## src/sv/mpc_pkg.sv

```systemverilog
// ----------------------------------------------------------------------------
// mpc_pkg: shared definitions for the Mandelbrot pixel colorizer
// Configuration register indexes, reset values, sequencer states, the
// colour threshold table and the sixteen-entry palette.
// ----------------------------------------------------------------------------
package mpc_pkg;

  localparam int COORD_WIDTH_DEF     = 32;
  localparam int COORD_FRAC_BITS_DEF = 26;
  localparam int PIXEL_BITS_DEF      = 12;
  localparam int COUNT_BITS_DEF      = 16;

  localparam int CFG_IDX_W  = 3;
  localparam int CFG_DATA_W = 32;
  localparam int ORIGIN_W   = 32;
  localparam int STEP_W     = 31;
  localparam int LIMIT_W    = 16;
  localparam int COLOR_W    = 8;
  localparam int PCT_W      = 7;
  localparam int NUM_THR    = 15;
  localparam int PCT_SCALE  = 100;

  localparam logic signed [ORIGIN_W-1:0] ORIGIN_REAL_RST = 32'shF8000000;
  localparam logic signed [ORIGIN_W-1:0] ORIGIN_IMAG_RST = 32'sh06000000;
  localparam logic [STEP_W-1:0]          STEP_REAL_RST   = 31'd262144;
  localparam logic [STEP_W-1:0]          STEP_IMAG_RST   = 31'd262144;
  localparam logic [LIMIT_W-1:0]         LIMIT_RST       = 16'd256;

  typedef enum logic [CFG_IDX_W-1:0] {
    REG_ORIGIN_REAL = 3'd0,
    REG_ORIGIN_IMAG = 3'd1,
    REG_STEP_REAL   = 3'd2,
    REG_STEP_IMAG   = 3'd3,
    REG_ITER_LIMIT  = 3'd4
  } cfg_reg_e;

  typedef enum logic [3:0] {
    ST_IDLE,
    ST_CRE,
    ST_CIM,
    ST_CFIN,
    ST_LOOP,
    ST_WAIT_RR,
    ST_WAIT_II,
    ST_TEST,
    ST_WAIT_RI,
    ST_UPD,
    ST_COLOR,
    ST_DONE
  } state_e;

  typedef struct packed {
    logic busy;
    logic done;
  } mul_stat_t;

  typedef struct packed {
    logic [COLOR_W-1:0] red;
    logic [COLOR_W-1:0] green;
    logic [COLOR_W-1:0] blue;
  } rgb_t;

  function automatic logic [PCT_W-1:0] thr_pct(input logic [3:0] idx);
    logic [PCT_W-1:0] k;
    case (idx)
      4'd0:    k = 7'd2;
      4'd1:    k = 7'd4;
      4'd2:    k = 7'd6;
      4'd3:    k = 7'd8;
      4'd4:    k = 7'd10;
      4'd5:    k = 7'd15;
      4'd6:    k = 7'd20;
      4'd7:    k = 7'd40;
      4'd8:    k = 7'd60;
      4'd9:    k = 7'd80;
      4'd10:   k = 7'd90;
      4'd11:   k = 7'd92;
      4'd12:   k = 7'd94;
      4'd13:   k = 7'd96;
      4'd14:   k = 7'd98;
      default: k = 7'd0;
    endcase
    return k;
  endfunction

  function automatic rgb_t palette(input logic [3:0] idx);
    rgb_t c;
    case (idx)
      4'd0:    c = '{8'd0,   8'd0,   8'd0};
      4'd1:    c = '{8'd255, 8'd0,   8'd0};
      4'd2:    c = '{8'd0,   8'd255, 8'd0};
      4'd3:    c = '{8'd0,   8'd0,   8'd255};
      4'd4:    c = '{8'd0,   8'd255, 8'd255};
      4'd5:    c = '{8'd255, 8'd0,   8'd255};
      4'd6:    c = '{8'd0,   8'd0,   8'd255};
      4'd7:    c = '{8'd128, 8'd255, 8'd0};
      4'd8:    c = '{8'd128, 8'd0,   8'd255};
      4'd9:    c = '{8'd0,   8'd255, 8'd128};
      4'd10:   c = '{8'd0,   8'd128, 8'd255};
      4'd11:   c = '{8'd255, 8'd0,   8'd128};
      4'd12:   c = '{8'd255, 8'd128, 8'd0};
      4'd13:   c = '{8'd14,  8'd59,  8'd128};
      4'd14:   c = '{8'd134, 8'd85,  8'd1};
      default: c = '{8'd255, 8'd255, 8'd0};
    endcase
    return c;
  endfunction

endpackage

```

## src/sv/mpc_mul.sv

```systemverilog
// ----------------------------------------------------------------------------
// mpc_mul: shared unsigned multiplier for the iteration loop
// Forms a full COORD_WIDTH by COORD_WIDTH product from 32 by 32 bit partial
// products, one per cycle, each registered and then added into an accumulator.
// ----------------------------------------------------------------------------
module mpc_mul #(
  parameter int COORD_WIDTH = mpc_pkg::COORD_WIDTH_DEF
) (
  input  logic                     clk_i,
  input  logic                     rst_ni,
  input  logic                     start_i,
  input  logic [COORD_WIDTH-1:0]   a_i,
  input  logic [COORD_WIDTH-1:0]   b_i,
  output mpc_pkg::mul_stat_t       stat_o,
  output logic [2*COORD_WIDTH-1:0] prod_o
);

  localparam int W    = COORD_WIDTH;
  localparam int DIG  = 32;
  localparam int ND   = (W + DIG - 1) / DIG;
  localparam int PADW = ND * DIG;
  localparam int IW   = (ND > 1) ? $clog2(ND) : 1;
  localparam int SHW  = $clog2(2 * ND);

  logic              run_q, run_d;
  logic              ppv_q, ppv_d;
  logic              done_q, done_d;
  logic [IW-1:0]     i_q, i_d, j_q, j_d;
  logic              pplast_q, pplast_d;
  logic [SHW-1:0]    ppsh_q, ppsh_d;
  logic [2*DIG-1:0]  pp_q, pp_d;
  logic [2*PADW-1:0] acc_q, acc_d;
  logic [PADW-1:0]   a_pad, b_pad;
  logic [DIG-1:0]    a_dig, b_dig;
  logic              last;

  always_comb begin
    a_pad    = PADW'(a_i);
    b_pad    = PADW'(b_i);
    a_dig    = DIG'(a_pad >> (DIG * i_q));
    b_dig    = DIG'(b_pad >> (DIG * j_q));
    last     = (i_q == IW'(ND - 1)) && (j_q == IW'(ND - 1));
    run_d    = run_q;
    i_d      = i_q;
    j_d      = j_q;
    ppv_d    = 1'b0;
    pplast_d = pplast_q;
    ppsh_d   = ppsh_q;
    pp_d     = pp_q;
    acc_d    = acc_q;
    done_d   = 1'b0;
    if (ppv_q) begin
      acc_d  = acc_q + ((2 * PADW)'(pp_q) << (DIG * ppsh_q));
      done_d = pplast_q;
    end
    if (start_i) begin
      run_d = 1'b1;
      i_d   = '0;
      j_d   = '0;
      acc_d = '0;
    end else if (run_q) begin
      pp_d     = (2 * DIG)'(a_dig) * (2 * DIG)'(b_dig);
      ppv_d    = 1'b1;
      pplast_d = last;
      ppsh_d   = SHW'(i_q) + SHW'(j_q);
      if (last) begin
        run_d = 1'b0;
      end else if (j_q == IW'(ND - 1)) begin
        j_d = '0;
        i_d = i_q + IW'(1);
      end else begin
        j_d = j_q + IW'(1);
      end
    end
  end

  always_ff @(posedge clk_i or negedge rst_ni) begin
    if (!rst_ni) begin
      run_q  <= 1'b0;
      ppv_q  <= 1'b0;
      done_q <= 1'b0;
      i_q    <= '0;
      j_q    <= '0;
    end else begin
      run_q  <= run_d;
      ppv_q  <= ppv_d;
      done_q <= done_d;
      i_q    <= i_d;
      j_q    <= j_d;
    end
  end

  always_ff @(posedge clk_i) begin
    pplast_q <= pplast_d;
    ppsh_q   <= ppsh_d;
    pp_q     <= pp_d;
    acc_q    <= acc_d;
  end

  assign stat_o.busy = run_q | ppv_q;
  assign stat_o.done = done_q;
  assign prod_o      = (2 * W)'(acc_q);

  a_start_idle: assert property (@(posedge clk_i) disable iff (!rst_ni)
    start_i |-> !(run_q || ppv_q))
    else $error("multiplier started while busy");

  a_start_runs: assert property (@(posedge clk_i) disable iff (!rst_ni)
    start_i |=> (run_q && !ppv_q))
    else $error("multiplier did not begin issuing after start");

  a_done_drained: assert property (@(posedge clk_i) disable iff (!rst_ni)
    done_q |-> (!run_q && !ppv_q))
    else $error("product reported done with partial products pending");

endmodule

```

## config.mk

```make
export PLATFORM = sky130hd
export DESIGN_NAME = mpc_mul
export DESIGN_NICKNAME = d
export VERILOG_FILES = /design/src/sv/mpc_pkg.sv /design/src/sv/mpc_mul.sv
export SDC_FILE = /design/constraint.sdc
export NUM_CORES = 2
export LEC_CHECK = 0
export BUFFER_PORTS_ARGS = -buffer_cell sky130_fd_sc_hd__buf_4
export CORE_MARGIN = 4
export CORE_UTILIZATION = 65
export DETAILED_ROUTE_END_ITERATION = 10
export GPL_ROUTABILITY_DRIVEN = 0
export GPL_TIMING_DRIVEN = 0
export PLACE_DENSITY = 0.83
export SETUP_SLACK_MARGIN = 0.05
export SLEW_MARGIN = 30
export SYNTH_ARGS = -nofsm -noshare
export SYNTH_HDL_FRONTEND = slang
export SYNTH_SLANG_ARGS = --single-unit
```

## constraint.sdc

```tcl
create_clock -name clk_i -period 21.1 [get_ports clk_i]
set_clock_uncertainty 0.15 [all_clocks]
set_input_delay 0 -clock clk_i [delete_from_list [all_inputs] [get_ports clk_i]]
set_output_delay 0 -clock clk_i [all_outputs]
set_load 0.01 [all_outputs]
```

==> results.toml <==
[die]
boundaryPins = 133
std_cell_rows = 93
coreArea_um2 = 64600
die-width_um = 264
chipHeight_um = 264
floorplan.initialDensity = 0.659
die_footprint_um2 = 69600

[placed_design]
port-buffer-count = 132
dpl.hpwl_um = 122000

[clock_network]
clock-sinks = 134
cts.clk_slew.worst_paths_ps = 60
cts-buffers-inserted = 17
clock_tree.htree_level_count = 4
cts_tree = "yes"
ctsRootBufferMaster = "sky130_fd_sc_hd__clkbuf_16"
clock_tree.buffer_depth = 2
clock_insertion_delay_worst_skew_ps = 430
cts_setup_buffers = 0

[route]
wire_length_reported_by_the_detailed_router_um = 152000
drtAntennaViolNets = 0
dr.first_iter.drc_count = 5194
detailedRoute.firstPassIterationCount = 11
via_count = 36326
wire_per_inst_um = 26.5
drc_errors = 4
detail_route.vias_per_cell = 6.35

[global_routing]
grt_first_pass_wirelength_um = 225000
grt_pass1_vias = 36995
number_of_antenna_violations_at_the_first_check_in_global_routing = 27
globalRouteOverflowTotal = 0
pin_count_of_the_biggest_net_entering_global_routing = 28
grt.total_usage = 0.435

[sta]
maxSlewHeadroom = 0.217
maxClockFrequency_mhz = 90.1
timing.hold.ws_ps = 353
setup_tns_ps = 0
grt_setup_unrepaired = "false"
tightestPinTransition_ps = 1170
setup_viol_count_final = 0
post_route_fraction_of_the_period_consumed_by_the_critical_path = 0.526
hold_viol_final = 0
slew_violations = 0
final_period_minus_worst_setup_slack_ps = 11100

[setup_path]
worst-endpoint-arrival_ps = 11160
crit_path_top_delay_cell = "sky130_fd_sc_hd__clkbuf_1"
path_delay_family = "adder cells"
cpPeakStageDelay_ps = 930
critPathLaunchType = "flop"
worstSetupEndpointType = "flop"
critical_path.most_common_cell = "sky130_fd_sc_hd__fa_1"
cp_cell_sequence = "clkbuf_2 > nor2b_1 > clkbuf_1 > and2_1 > fa_1 > fa_1 > inv_1 > fa_1 > fa_1 > fa_1 > inv_1 > fa_1 > fa_1 > fa_1 > ha_1 > clkbuf_1 > nand4_1 > or2_2 > o31ai_2 > a41oi_2 > o31ai_2 > a31o_2 > a31oi_1 > xnor2_1"
startpoint_to_endpoint_class_of_the_critical_path = "flop to flop"
wp_buf_inv = 5
worst-path-max-fanout = 10
critical_path_required_ps = 21160

[cells_and_area]
multi_input_area_um2 = 34600
final_common_cell = "sky130_fd_sc_hd__inv_1"
fin_nets = 6118
drive_above_1_share = 0.0578
register_area_um2 = 3360
utilization = 0.704
most_frequent_cells_in_the_layout = "sky130_fd_sc_hd__inv_1, sky130_fd_sc_hd__fa_1, sky130_fd_sc_hd__and2_1"
area_delta_synth_final_pct = 6.81
n_fill_cell = 4872

[status]
violated_checks = "design-rule violations"
outcome = "finished with violations"

[logic_synthesis]
synth_cell_types = 90
post_synth_edffs = 66
synthesis.nets = 5958
yosys_most_used_dff = "sky130_fd_sc_hd__edfxtp_1"
synth-seq-cells = 134
netlist_area_um2 = 42500
synth-warning-count = 0
syn-instance-count = 4668
synthArstFlopShare = 0.0299
synth.yosys.seq_area_share = 0.0791
avgSynthCellArea_um2 = 9.11

[hold_path]
hold_class = "flop to flop"

[flow_run]
max-cap-violations = 0
[per-layer routing]
| metal | vias to the layer above | wire length (um) | GRT usage |
|---|---|---|---|
| li1 | 14511 | - | - |
| met1 | 17590 | 49300 | 0.519 |
| met2 | 3176 | 61400 | 0.617 |
| met3 | 1027 | 25000 | 0.202 |
| met4 | 22 | 15700 | 0.316 |
| met5 | - | 202 | 0.0132 |
[kinds of logic (layout without fill, tap and decap cells)]
kind of cell	after synthesis	in the layout	share of synthesized area
flip-flops	134	134	0.0791
multiplexers	82	82	0.0202
adder cells (fa/ha/maj)	1223	1223	0.518
XOR/XNOR	117	117	0.0241
buffers and inverters	1190	1363	0.107
other	0	21	0
AND/OR/NAND/NOR	1484	1484	0.183
AO/OA/AOI/OAI	438	438	0.0682
[worst paths after layout]
check,start,to,slack [ps],cells after the start
max,i_q,pp_q[56],10000,24
min,prod_o[59],prod_o[59],350,2
max reg2reg,i_q,pp_q[56],10000,24
min reg2reg,prod_o[59],prod_o[59],350,2
max in group asynchronous,rst_ni,run_q,20150,3
min in group asynchronous,rst_ni,i_q,420,3
[worst register-to-register path, cell delays in order (launching register included)]
cell and delay [ps]:
sky130_fd_sc_hd__dfrtp_1 800, sky130_fd_sc_hd__clkbuf_2 620, sky130_fd_sc_hd__nor2b_1 720, sky130_fd_sc_hd__clkbuf_1 930, sky130_fd_sc_hd__and2_1 280, sky130_fd_sc_hd__fa_1 450, sky130_fd_sc_hd__fa_1 560, sky130_fd_sc_hd__inv_1 80
sky130_fd_sc_hd__fa_1 560, sky130_fd_sc_hd__fa_1 450, sky130_fd_sc_hd__fa_1 550, sky130_fd_sc_hd__inv_1 50, sky130_fd_sc_hd__fa_1 500, sky130_fd_sc_hd__fa_1 440, sky130_fd_sc_hd__fa_1 650, sky130_fd_sc_hd__ha_1 370
sky130_fd_sc_hd__clkbuf_1 320, sky130_fd_sc_hd__nand4_1 120, sky130_fd_sc_hd__or2_2 310, sky130_fd_sc_hd__o31ai_2 550, sky130_fd_sc_hd__a41oi_2 290, sky130_fd_sc_hd__o31ai_2 450, sky130_fd_sc_hd__a31o_2 280, sky130_fd_sc_hd__a31oi_1 110
sky130_fd_sc_hd__xnor2_1 310
[cell type report]
type,instances,share of cell area
multi-input combinational,3344,0.762
buffer,272,0.0253
clock buffer,24,0.0119
antenna,21,0.00116
inverter,918,0.0758
tap,855,0.0235
timing repair buffer,141,0.0247
clock inverter,8,0.00173
sequential,134,0.0740
[per-stage QoR]
| step | setup slack (ps) | std cells | area (um^2) |
|---|---|---|---|
| 3_3_place_gp | 10390 | 5655 | 44600 |
| 4_1_cts | 10550 | 5695 | 45400 |
| 3_5_place_dp | 10610 | 5658 | 44700 |
| 2_1_floorplan | 13120 | 4668 | 42500 |
| 6_report | 10000 | 5717 | 45400 |
| 5_1_grt | 9870 | 5699 | 45400 |
[registers in the layout, indices dropped and copies added, names as in the netlist]
signal / flops
done_q: 1
i_q: 1
pp_q: 64
pplast_q: 1
ppsh_q: 1
ppv_q: 1
prod_o: 64
run_q: 1
[timing repair]
item | in CTS | in global routing
hold buffers | 5 | 0
resized for setup | 0 | 0
hold endpoints to repair | 13 | 0
[cells in the mapped netlist (all sizes together) (35+ instances only)]
master | count | area share
clkbuf | 240 | 0.021
a21oi | 149 | 0.018
nor2b | 86 | 0.013
edfxtp | 66 | 0.047
ha | 326 | 0.096
o21ai | 77 | 0.0091
xor2 | 47 | 0.0097
xnor2 | 70 | 0.014
nor2 | 109 | 0.0096
inv | 918 | 0.081
mux2i | 50 | 0.012
fa | 897 | 0.42
nand2 | 499 | 0.044
nand4 | 35 | 0.0053
a21o | 76 | 0.013
dfxtp | 64 | 0.030
and2 | 637 | 0.094
Power is left out: the tool's default activity adds up to more than one toggle a clock period on the data nets, which glitch-free logic cannot reach.
